[config.mk]
export PLATFORM = sky130hd
export DESIGN_NAME = breakbeat_slice_chooser
export DESIGN_NICKNAME = d
export VERILOG_FILES = /design/src/hdl/bsc_pkg.sv /design/src/hdl/bsc_flow.sv /design/src/hdl/breakbeat_slice_chooser.sv
export SDC_FILE = /design/constraint.sdc
export NUM_CORES = 2
export LEC_CHECK = 0
export BUFFER_PORTS_ARGS = -buffer_cell sky130_fd_sc_hd__buf_4
export CAP_MARGIN = 10
export CORE_ASPECT_RATIO = 0.6
export CORE_MARGIN = 10
export CORE_UTILIZATION = 40
export DETAILED_ROUTE_END_ITERATION = 16
export HOLD_SLACK_MARGIN = 0.12
export MAX_ROUTING_LAYER = met4
export PLACE_DENSITY_LB_ADDON = 0.08
export SYNTH_ARGS = -nofsm -noshare
export SYNTH_HDL_FRONTEND = slang
export SYNTH_HIERARCHICAL = 1
export SYNTH_SLANG_ARGS = --single-unit
[constraint.sdc]
create_clock -name clk -period 12.6 [get_ports clk]
set_input_delay 2.52 -clock clk [delete_from_list [all_inputs] [get_ports clk]]
set_output_delay 2.52 -clock clk [all_outputs]
set_load 0.05 [all_outputs]
[src/hdl/bsc_pkg.sv]
// ----------------------------------------------------------------------------
// Slice chooser package
// Widths, Q1.16 constants, register codes, the locked-weight table and the
// pipeline record shared by the slice chooser modules.
// ----------------------------------------------------------------------------
package bsc_pkg;

    localparam int PHRASE_BITS = 6;
    localparam int BAR_W       = 6;
    localparam int NUM_STAGES  = 6;

    localparam logic [BAR_W-1:0] BAR_MASK =
        (PHRASE_BITS >= BAR_W) ? {BAR_W{1'b1}} : BAR_W'((1 << PHRASE_BITS) - 1);

    localparam logic [16:0] ONE_Q16   = 17'd65536;
    localparam logic [16:0] ESC_RESET = 17'd6554;

    typedef enum logic [2:0] {
        REG_COMPLEXITY = 3'd0,
        REG_ANCHOR     = 3'd1,
        REG_ROLL       = 3'd2,
        REG_FILL       = 3'd3,
        REG_BARS       = 3'd4,
        REG_ESCAPE     = 3'd5
    } reg_index_t;

    // Per-slice beat-lock weight, Q1.16.
    function automatic logic [16:0] locked_weight(input logic [2:0] slice);
        logic [16:0] w;
        case (slice)
            3'd0:    w = 17'd0;
            3'd1:    w = 17'd32768;
            3'd2:    w = 17'd65536;
            3'd3:    w = 17'd45875;
            3'd4:    w = 17'd0;
            3'd5:    w = 17'd32768;
            3'd6:    w = 17'd65536;
            3'd7:    w = 17'd78643;
            default: w = 17'd0;
        endcase
        return w;
    endfunction

    // Pipeline handshake state handed from the flow controller to the datapath.
    typedef struct packed {
        logic [NUM_STAGES-1:0] load;
        logic [NUM_STAGES-1:0] valid;
    } flow_t;

    // One record travels down the pipe; each stage fills in its own fields.
    typedef struct packed {
        logic [2:0]  cur;
        logic [2:0]  beat;
        logic [15:0] r1;
        logic [15:0] r2;
        logic [15:0] r3;
        logic [15:0] r4;
        logic        fill;
        logic        c_le;
        logic [33:0] prod_c;
        logic [33:0] prod_a;
        logic [33:0] prod_r;
        logic [17:0] c_adj;
        logic [16:0] a_adj;
        logic [16:0] ro_adj;
        logic        move;
        logic        snap;
        logic        escape;
        logic [16:0] a_clamp;
        logic [33:0] prod_wb;
        logic [33:0] prod_wc;
        logic [16:0] w_beat;
        logic [16:0] w_cur;
        logic [18:0] p_swap;
        logic        rep;
        logic [2:0]  next;
    } stage_t;

endpackage

[src/hdl/bsc_flow.sv]
// ----------------------------------------------------------------------------
// Slice chooser flow control
// Per-stage valid bits and load enables; a stage loads when it is empty or
// the stage after it moves on, so bubbles close up under back-pressure.
// ----------------------------------------------------------------------------
module bsc_flow (
    input  logic           clk,
    input  logic           rst_n,
    input  logic           in_valid,
    output logic           in_ready,
    input  logic           out_ready,
    output bsc_pkg::flow_t flow
);

    logic [bsc_pkg::NUM_STAGES-1:0] valid_reg;
    logic [bsc_pkg::NUM_STAGES-1:0] valid_next;
    logic [bsc_pkg::NUM_STAGES-1:0] src_valid;
    logic [bsc_pkg::NUM_STAGES:0]   rdy;

    always_comb
    begin
        rdy[bsc_pkg::NUM_STAGES] = out_ready;
        for (int i = bsc_pkg::NUM_STAGES - 1; i >= 0; i--)
        begin
            rdy[i] = !valid_reg[i] || rdy[i+1];
        end
        src_valid = {valid_reg[bsc_pkg::NUM_STAGES-2:0], in_valid};
        for (int i = 0; i < bsc_pkg::NUM_STAGES; i++)
        begin
            valid_next[i] = rdy[i] ? src_valid[i] : valid_reg[i];
        end
    end

    always_ff @(posedge clk or negedge rst_n)
    begin
        if (!rst_n)
        begin
            valid_reg <= '0;
        end
        else
        begin
            valid_reg <= valid_next;
        end
    end

    assign in_ready   = rdy[0];
    assign flow.load  = rdy[bsc_pkg::NUM_STAGES-1:0] & src_valid;
    assign flow.valid = valid_reg;

endmodule

[src/hdl/breakbeat_slice_chooser.sv]
// ----------------------------------------------------------------------------
// Breakbeat slice chooser
// Takes one request per clock while the output is not stalled. A request
// accepted at a clock edge passes through each stage register to the
// output; one result per request, in order. The datapath has six register
// stages in three pairs: a multiply stage followed by the stage that uses
// its product, for the fill scaling, the anchor weighting and the swap
// chance. A stalled output holds its result and the pipe keeps accepting
// until every stage holds a request. The user must write the knobs through
// the cfg port only while no request is in flight; the block does not
// enforce it. The stages that need the knobs read them directly.
// ----------------------------------------------------------------------------
module breakbeat_slice_chooser (
    input  logic        clk,
    input  logic        rst_n,
    // request: [2:0] slice now playing, [5:3] eighth within the bar,
    // [11:6] bar_index, [27:12] rand_first, [43:28] rand_second,
    // [59:44] rand_third, [75:60] rand_fourth, [79:76] zero
    input  logic [79:0] s_tdata,
    input  logic        s_tvalid,
    output logic        s_tready,
    // result: [2:0] next_slice, [7:3] zero
    output logic [7:0]  m_tdata,
    output logic        m_tvalid,
    input  logic        m_tready,
    // knob writes: index per bsc_pkg::reg_index_t
    input  logic        cfg_we,
    input  logic [2:0]  cfg_index,
    input  logic [16:0] cfg_data
);

    localparam int NS = bsc_pkg::NUM_STAGES;

    // ---------------------------------------------------------------- knobs
    logic [16:0] complexity_reg;
    logic [16:0] anchor_reg;
    logic [16:0] roll_reg;
    logic [16:0] fill_reg;
    logic [6:0]  bars_reg;
    logic [16:0] escape_reg;

    always_ff @(posedge clk or negedge rst_n)
    begin
        if (!rst_n)
        begin
            complexity_reg <= '0;
            anchor_reg     <= '0;
            roll_reg       <= '0;
            fill_reg       <= '0;
            bars_reg       <= '0;
            escape_reg     <= bsc_pkg::ESC_RESET;
        end
        else if (cfg_we)
        begin
            case (cfg_index)
                bsc_pkg::REG_COMPLEXITY: complexity_reg <= cfg_data;
                bsc_pkg::REG_ANCHOR:     anchor_reg     <= cfg_data;
                bsc_pkg::REG_ROLL:       roll_reg       <= cfg_data;
                bsc_pkg::REG_FILL:       fill_reg       <= cfg_data;
                bsc_pkg::REG_BARS:       bars_reg       <= cfg_data[6:0];
                bsc_pkg::REG_ESCAPE:     escape_reg     <= cfg_data;
                default:                 ;  // unused index: drop the write
            endcase
        end
    end

    // ---------------------------------------------------------- flow control
    bsc_pkg::flow_t flow;

    bsc_flow u_flow (
        .clk       (clk),
        .rst_n     (rst_n),
        .in_valid  (s_tvalid),
        .in_ready  (s_tready),
        .out_ready (m_tready),
        .flow      (flow)
    );

    // -------------------------------------------------------------- datapath
    bsc_pkg::stage_t st_reg  [NS];
    bsc_pkg::stage_t st_next [NS];

    // Fill-bar detection and clamped fill amount.
    logic [bsc_pkg::BAR_W-1:0] bar_in;
    logic                      fill_hit;
    logic [16:0]               fill_clamp;
    logic [16:0]               fill_inv;
    logic [16:0]               c_dist;
    logic                      c_le;

    assign bar_in     = s_tdata[11:6] & bsc_pkg::BAR_MASK;
    assign fill_hit   = (bars_reg != 7'd0) && ({1'b0, bar_in} == bars_reg - 7'd1);
    assign fill_clamp = (fill_reg > bsc_pkg::ONE_Q16) ? bsc_pkg::ONE_Q16 : fill_reg;
    assign fill_inv   = bsc_pkg::ONE_Q16 - fill_clamp;
    assign c_le       = complexity_reg <= bsc_pkg::ONE_Q16;
    // Distance of complexity from one; the fill pulls it toward one.
    assign c_dist     = c_le ? (bsc_pkg::ONE_Q16 - complexity_reg)
                             : (complexity_reg - bsc_pkg::ONE_Q16);

    // Stage 0: unpack the request and form the three fill products.
    always_comb
    begin
        st_next[0]        = '0;
        st_next[0].cur    = s_tdata[2:0];
        st_next[0].beat   = s_tdata[5:3];
        st_next[0].r1     = s_tdata[27:12];
        st_next[0].r2     = s_tdata[43:28];
        st_next[0].r3     = s_tdata[59:44];
        st_next[0].r4     = s_tdata[75:60];
        st_next[0].fill   = fill_hit;
        st_next[0].c_le   = c_le;
        st_next[0].prod_c = c_dist * fill_clamp;
        st_next[0].prod_a = anchor_reg * fill_inv;
        st_next[0].prod_r = roll_reg * fill_inv;
    end

    // Stage 1: apply the fill, or pass the knobs through outside the fill bar.
    always_comb
    begin
        st_next[1] = st_reg[0];
        if (st_reg[0].fill)
        begin
            st_next[1].c_adj  = st_reg[0].c_le
                ? ({1'b0, complexity_reg} + st_reg[0].prod_c[33:16])
                : ({1'b0, complexity_reg} - st_reg[0].prod_c[33:16]);
            st_next[1].a_adj  = st_reg[0].prod_a[32:16];
            st_next[1].ro_adj = st_reg[0].prod_r[32:16];
        end
        else
        begin
            st_next[1].c_adj  = {1'b0, complexity_reg};
            st_next[1].a_adj  = anchor_reg;
            st_next[1].ro_adj = roll_reg;
        end
    end

    // Stage 2: branch tests on the first draws, clamp anchor, weight products.
    always_comb
    begin
        st_next[2]         = st_reg[1];
        // A roll above one always stays.
        st_next[2].move    = (st_reg[1].ro_adj <= bsc_pkg::ONE_Q16) &&
                             ({1'b0, st_reg[1].r1} < bsc_pkg::ONE_Q16 - st_reg[1].ro_adj);
        // Snap compares against the unclamped anchor.
        st_next[2].snap    = {1'b0, st_reg[1].r3} < st_reg[1].a_adj;
        st_next[2].escape  = {1'b0, st_reg[1].r2} < escape_reg;
        st_next[2].a_clamp = (st_reg[1].a_adj > bsc_pkg::ONE_Q16) ? bsc_pkg::ONE_Q16
                                                                   : st_reg[1].a_adj;
        st_next[2].prod_wb = bsc_pkg::locked_weight(st_reg[1].beat) * st_next[2].a_clamp;
        st_next[2].prod_wc = bsc_pkg::locked_weight(st_reg[1].cur) * st_next[2].a_clamp;
    end

    // Stage 3: blend free weight (one) and locked weight by the anchor.
    logic [16:0] a_inv;
    logic [33:0] sum_wb;
    logic [33:0] sum_wc;

    always_comb
    begin
        a_inv             = bsc_pkg::ONE_Q16 - st_reg[2].a_clamp;
        sum_wb            = {1'b0, a_inv, 16'd0} + st_reg[2].prod_wb;
        sum_wc            = {1'b0, a_inv, 16'd0} + st_reg[2].prod_wc;
        st_next[3]        = st_reg[2];
        st_next[3].w_beat = sum_wb[32:16];
        st_next[3].w_cur  = sum_wc[32:16];
    end

    // Stage 4: swap chance and the repeat test.
    logic [34:0] prod_swap;

    always_comb
    begin
        prod_swap         = st_reg[3].c_adj * st_reg[3].w_beat;
        st_next[4]        = st_reg[3];
        st_next[4].p_swap = prod_swap[34:16];
        // A weight of one or more never repeats.
        st_next[4].rep    = (st_reg[3].w_cur < bsc_pkg::ONE_Q16) &&
                            ({1'b0, st_reg[3].r3} < bsc_pkg::ONE_Q16 - st_reg[3].w_cur);
    end

    // Stage 5: pick the slice.
    logic        swap;
    logic [17:0] esc_prod;
    logic [2:0]  esc_step;

    always_comb
    begin
        swap       = {3'd0, st_reg[4].r2} < st_reg[4].p_swap;
        esc_prod   = {2'd0, st_reg[4].r3} * 18'd3;
        // Escape jumps two to four slices ahead.
        esc_step   = 3'd2 + {1'b0, esc_prod[17:16]};
        st_next[5] = st_reg[4];
        if (st_reg[4].move)
        begin
            if (swap)
                st_next[5].next = st_reg[4].r3[15:13];
            else if (st_reg[4].snap)
                st_next[5].next = st_reg[4].beat;
            else
                st_next[5].next = st_reg[4].cur + 3'd1;
        end
        else
        begin
            if (st_reg[4].escape)
                st_next[5].next = st_reg[4].cur + esc_step;
            else if (st_reg[4].rep)
                st_next[5].next = st_reg[4].cur;
            else if (!st_reg[4].r4[15])
                st_next[5].next = st_reg[4].cur + 3'd1;
            else
                st_next[5].next = st_reg[4].cur - 3'd1;
        end
    end

    // Advance each stage only on its load enable; payload needs no reset.
    always_ff @(posedge clk)
    begin
        for (int k = 0; k < NS; k++)
        begin
            if (flow.load[k])
                st_reg[k] <= st_next[k];
        end
    end

    // -------------------------------------------------------------- result
    assign m_tvalid = flow.valid[NS-1];
    assign m_tdata  = {5'd0, st_reg[NS-1].next};

endmodule

### Word level (Yosys, flattened, before mapping)

Memory sizes are Yosys's and may differ from the RTL's.
Index checks and enable logic that the tools add are counted.

* add/sub/neg operators: 15
* $mul: 7
* $lt $le $gt $ge: 10
* equality and inequality tests: 6
* multiplexer cells: 23
* bitwise operators: 1
* reductions and logical operators: 23

Operator list (count)
* 17-bit by 17-bit multiplier with 34-bit output: 5
* 17-bit subtractor, first input constant: 5
* 16-bit by 17-bit less-than comparator with 1-bit output: 4
* 33-bit adder: 2
* 52-bit two-way mux: 1
* 17-bit two-way mux: 3
* 18-bit by 17-bit multiplier with 35-bit output: 1
* 17-bit greater-than comparator, second input constant: 2
* 17-bit less-or-equal comparator, second input constant: 2
* 16-bit by 19-bit less-than comparator with 1-bit output: 1
* 17-bit by 18-bit adder with 18-bit output: 1
* 16-bit by 2-bit multiplier with 18-bit output, second input constant: 1
* 18-bit two-way mux: 1
* 3-bit two-way mux: 6
* 17-bit by 18-bit subtractor with 18-bit output: 1
* 17-bit less-than comparator, second input constant: 1
* 17-bit subtractor, second input constant: 1
* 1-bit two-way mux: 12
* 2-bit AND reduction: 6
* 6-bit by 7-bit equality test with 1-bit output: 1
* 7-bit nonzero test: 1
* 7-bit by 1-bit subtractor with 7-bit output, second input constant: 1
* 6-bit bitwise AND: 1
* 3-bit by 2-bit equality test with 1-bit output, second input constant: 2
* 10 further kinds: 23

* bits in registers: 98
* RAM bits: 2226
* memory bits (read-only): 160
* input port bits: 105
* output and inout port bits: 10
* word-level logic and storage cells: 100
* memories: 3

Memory list
* st_reg: words 6, bits a word 371, read ports 6, clocked after memory_dff 0, wr ports 6, line breakbeat_slice_chooser.sv:80 `bsc_pkg::stage_t st_reg [NS];`
* (no name shown): words 8, bits a word 10, read ports 1, clocked after memory_dff 0, wr ports 0, line bsc_pkg.sv:30 `case (slice)`
* (no name shown): words 8, bits a word 10, read ports 1, clocked after memory_dff 0, wr ports 0, line bsc_pkg.sv:30

### Depth between registers and ports, before layout

* depth in word-level cells: 10
* mapped depth: 36
* depth with buffers taken out: 32

### By module

Netlist, hierarchy kept.

Modules (own cells, without submodules)
* breakbeat_slice_chooser: times used 1, cells an instance 6896, area each 70557.7 um^2, sequential area each 16905.0 um^2
* bsc_flow: times used 1, cells an instance 26, area each 290.3 um^2, sequential area each 150.1 um^2

### Worst setup path before layout

OpenSTA, ideal clock, no wires.

* path kind: input port to flip-flop
* from: in m_tready
* to: mem st_reg[0][213] in the netlist's numbering, enable pin
* setup time: 0.637 ns
* arrival time: 8.341 ns
* data required time: 11.963 ns
* setup slack: 3.622 ns
* cell stages on the path: 3
* path buffers: 1
* path through: and4b_1 -> buf_6 -> a41oi_1

RTL lines
* from (decl): line breakbeat_slice_chooser.sv:25 `input logic m_tready,`
* to (decl): line breakbeat_slice_chooser.sv:80

==> flow_results.xml <==
<?xml version="1.0" encoding="UTF-8"?>
<metrics>
  <group name="run_status">
    <metric name="run_status" unit="">finished clean</metric>
  </group>
  <group name="timing">
    <metric name="final_hold_viol_count" unit="">0</metric>
    <metric name="rsz0062_at_grt" unit="">no</metric>
    <metric name="tightest_slew" unit="ns">1.28</metric>
    <metric name="achievable-frequency" unit="MHz">97.9</metric>
    <metric name="timing.final.max_slew_violations" unit="">0</metric>
    <metric name="fin_crit_sh" unit="%">81.0</metric>
    <metric name="final_critical_path_required_period" unit="ns">10.21</metric>
    <metric name="finClkSkew" unit="ns">0.0367</metric>
    <metric name="setup-tns-final" unit="ns">0</metric>
    <metric name="setup_violations" unit="">0</metric>
    <metric name="max-slew-margin-rel" unit="%">14.5</metric>
  </group>
  <group name="logic_synthesis">
    <metric name="number_of_storage_elements_in_the_synthesis_netlist" unit="">584</metric>
    <metric name="asyncSetResetFlopFracSynth" unit="%">16.8</metric>
    <metric name="dominantRegCellSynth" unit="">sky130_fd_sc_hd__edfxtp_1</metric>
    <metric name="postSynthCellCount" unit="">6922</metric>
    <metric name="number_of_enable_flip_flop_cells_after_synthesis" unit="">486</metric>
    <metric name="seq_area_frac_synth" unit="%">24.1</metric>
    <metric name="synth.most_common_cell" unit="">sky130_fd_sc_hd__inv_1</metric>
    <metric name="yosys.cell_types.count" unit="">86</metric>
    <metric name="synth_area_leaders" unit="">sky130_fd_sc_hd__fa_1 30%, sky130_fd_sc_hd__edfxtp_1 21%, sky130_fd_sc_hd__ha_1 15%</metric>
    <metric name="synth.avg_cell_area" unit="um2">10.2</metric>
    <metric name="synthDominantCellAreaShare" unit="%">30.2</metric>
    <metric name="synth.yosys.warnings" unit="">6</metric>
    <metric name="synth_largest_area_cell" unit="">sky130_fd_sc_hd__fa_1</metric>
    <metric name="synth_common_cells" unit="">1,493 x sky130_fd_sc_hd__inv_1, 1,070 x sky130_fd_sc_hd__fa_1, 886 x sky130_fd_sc_hd__nand2_1</metric>
    <metric name="mappedNetlistArea" unit="um2">70800</metric>
  </group>
  <group name="global_route">
    <metric name="globalRouteOverflowTotal" unit="">0</metric>
    <metric name="grt_antenna_before_repair" unit="">23</metric>
    <metric name="grt_max_degree" unit="">110</metric>
    <metric name="grt_pass1_wl" unit="mm">310</metric>
    <metric name="groute.usage.overall" unit="%">21.3</metric>
    <metric name="first_global_vias" unit="">48900</metric>
  </group>
  <group name="critical_path">
    <metric name="worst_path_most_repeated_cell" unit="">sky130_fd_sc_hd__fa_1</metric>
    <metric name="cpLargestDelayFamily" unit="">adder cells</metric>
    <metric name="required" unit="ns">13.01</metric>
    <metric name="crit_path_top_delay_cell" unit="">sky130_fd_sc_hd__a222oi_1</metric>
    <metric name="crit_path_max_fanout" unit="">12</metric>
    <metric name="worst_setup_path_start_kind" unit="">register</metric>
    <metric name="worst_path_largest_cell_delay" unit="ns">0.93</metric>
    <metric name="end_kind" unit="">register</metric>
    <metric name="timing.rr.start" unit="">complexity_reg[0]$_DFFE_PN0P_</metric>
    <metric name="cp.arrival" unit="ns">10.63</metric>
    <metric name="cp_num_buf_inv" unit="">5</metric>
    <metric name="setup.worst_path.class" unit="">register to register</metric>
    <metric name="crit_path_start" unit="">complexity_reg[0]$_DFFE_PN0P_</metric>
  </group>
  <group name="placement">
    <metric name="finalWeightedCongestion" unit="">0.869</metric>
    <metric name="port_buffers" unit="">90</metric>
    <metric name="dp_hpwl" unit="mm">156</metric>
  </group>
  <group name="detailed_routing">
    <metric name="drt_pre_antenna_iters" unit="">5</metric>
    <metric name="top_layer" unit="">met4</metric>
    <metric name="detail_route.wl_per_cell" unit="um">21.3</metric>
    <metric name="detail-route-antenna-nets" unit="">0</metric>
    <metric name="detailed_route_wirelength_on_metal2" unit="mm">75.2</metric>
    <metric name="detail_route.vias_per_cell" unit="">5.00</metric>
    <metric name="postRouteWirelength" unit="mm">199</metric>
    <metric name="met1_length" unit="mm">109</metric>
    <metric name="detailedRoute.firstIterationViolations" unit="">3176</metric>
    <metric name="route.vias.total" unit="">46800</metric>
    <metric name="remaining_drc_errors" unit="">0</metric>
    <metric name="route.met3.wl" unit="mm">12.6</metric>
  </group>
  <group name="hold_path">
    <metric name="hp-class" unit="">register to register</metric>
    <metric name="min_from" unit="">st_reg[2][180]$_DFFE_PP_</metric>
  </group>
  <group name="cts">
    <metric name="post_cts.repair.setup_buffers" unit="">0</metric>
    <metric name="cts_made_buffers" unit="">67</metric>
    <metric name="clkSlewWorstSetupHoldPaths" unit="ns">0.07</metric>
    <metric name="clkLatencyLatePin" unit="ns">0.66</metric>
    <metric name="cts.repair.resized" unit="">0</metric>
    <metric name="hold_buffers" unit="">0</metric>
    <metric name="cts_tree" unit="">yes</metric>
    <metric name="cts_max_path_buffers" unit="">3</metric>
    <metric name="htreeDepth" unit="">3</metric>
    <metric name="clock-root-buffer" unit="">sky130_fd_sc_hd__clkbuf_16</metric>
    <metric name="clkSinkCount" unit="">584</metric>
  </group>
  <group name="floorplanning">
    <metric name="placement_rows" unit="">119</metric>
    <metric name="fp.dieH" unit="um">346</metric>
    <metric name="initial_utilization" unit="%">40.3</metric>
    <metric name="core" unit="um2">176000</metric>
    <metric name="die_x" unit="um">563</metric>
    <metric name="num_io_pins" unit="">115</metric>
    <metric name="die-area" unit="um2">195000</metric>
  </group>
  <group name="cells_and_area">
    <metric name="nNetsFinal" unit="">8946</metric>
    <metric name="post_route_cells_drive_above_1_share" unit="%">7.05</metric>
    <metric name="final-seq-area" unit="um2">17100</metric>
    <metric name="largest_register_ff_count" unit="">486</metric>
    <metric name="area_growth_syn_to_layout" unit="%">8.21</metric>
    <metric name="area_of_the_multi_input_gates" unit="um2">47400</metric>
    <metric name="fill_count" unit="">17000</metric>
  </group>
  <group name="run">
    <metric name="timing.max_cap.violations" unit="">0</metric>
  </group>
</metrics>
[through the flow]
step                      area, um2  hold WS [ns]  instances  setup slack [ns]  utilization (%)
after CTS                     76700         0.398       9352              2.25             43.6
after global routing          76700         0.408       9354              1.79             43.6
after floorplan               70900         0.400       6926              3.62                -
after global placement        74500         0.401       9229              2.23             42.4
after detailed placement      74500         0.405       9229              2.30             42.4
final                         76700         0.400       9357              2.39             43.6
[routing by layer]
metal / global-route usage (%) / vias to the layer above
li1: - / 21700
met1: 35.2 / 23800
met2: 27.3 / 1180
met3: 3.35 / 159
met4: 2.48 / 0
met5: - / -
[worst register-to-register path, delay by kind of cell, from the launching register on]
family | cells | cell delay [ns]
fa+ha+maj | 8 | 3.62
buf+inv | 5 | 0.85
compound gates | 7 | 2.70
simple gates | 8 | 1.52
flops | 1 | 0.60
xor+xnor | 1 | 0.69
[logic make-up (layout without fill, tap and decap cells)]
kind of cell | Yosys count | after routing | share of synthesized area [%]
compound gates | 470 | 470 | 4.43
simple gates | 1835 | 1835 | 12.0
flops | 584 | 584 | 24.1
buf+inv | 1747 | 1814 | 9.32
fa+ha+maj | 1902 | 1902 | 44.9
other cells | 1 | 10 | 0.00529
mux | 139 | 139 | 2.20
xor+xnor | 244 | 244 | 3.05
[final cells by class]
class | instances | area share [%]
Multi-Input combinational cell | 4595 | 61.8
Sequential cell | 584 | 22.2
Inverter | 1493 | 7.31
Tap cell | 2359 | 3.85
Clock buffer | 86 | 2.37
Timing Repair Buffer | 198 | 1.96
Clock inverter | 37 | 0.460
Antenna cell | 5 | 0.0163
[layout by cell type (no fill, tap or decap), types with 19 or more instances in the layout]
cell type,n
sky130_fd_sc_hd__edfxtp_1,486
sky130_fd_sc_hd__mux2_2,134
sky130_fd_sc_hd__o21ai_0,62
sky130_fd_sc_hd__or3_1,19
sky130_fd_sc_hd__xor2_1,78
sky130_fd_sc_hd__a31oi_1,19
sky130_fd_sc_hd__nand2b_1,31
sky130_fd_sc_hd__nand3_1,31
sky130_fd_sc_hd__o21a_1,28
sky130_fd_sc_hd__clkbuf_16,69
sky130_fd_sc_hd__nor3_1,57
sky130_fd_sc_hd__fa_1,1070
sky130_fd_sc_hd__nand2_1,886
sky130_fd_sc_hd__inv_1,1493
sky130_fd_sc_hd__nor4_1,32
sky130_fd_sc_hd__a21o_1,76
sky130_fd_sc_hd__a21oi_1,130
sky130_fd_sc_hd__ha_1,832
sky130_fd_sc_hd__and3_1,40
sky130_fd_sc_hd__nor2b_1,41
sky130_fd_sc_hd__dfrtp_1,91
sky130_fd_sc_hd__nor2_1,295
sky130_fd_sc_hd__buf_4,197
sky130_fd_sc_hd__xnor2_1,155
sky130_fd_sc_hd__and2_1,327
[final timing paths]
path	endpoint	slack, ns	cells past startpoint
hold / removal	st_reg[3][180]$_DFFE_PP_	0.40	0
hold reg to reg	st_reg[3][180]$_DFFE_PP_	0.40	0
max in group asynchronous	escape_reg[13]$_DFFE_PN0P_	9.40	2
min in group asynchronous	fill_reg[2]$_DFFE_PN0P_	1.94	1
setup / recovery	st_reg[0][297]$_DFFE_PP_	2.39	29
setup reg to reg	st_reg[0][297]$_DFFE_PP_	2.39	29
Power is not shown: default switching activity piles up to over one toggle a cycle in this logic, so the estimate is an artifact.
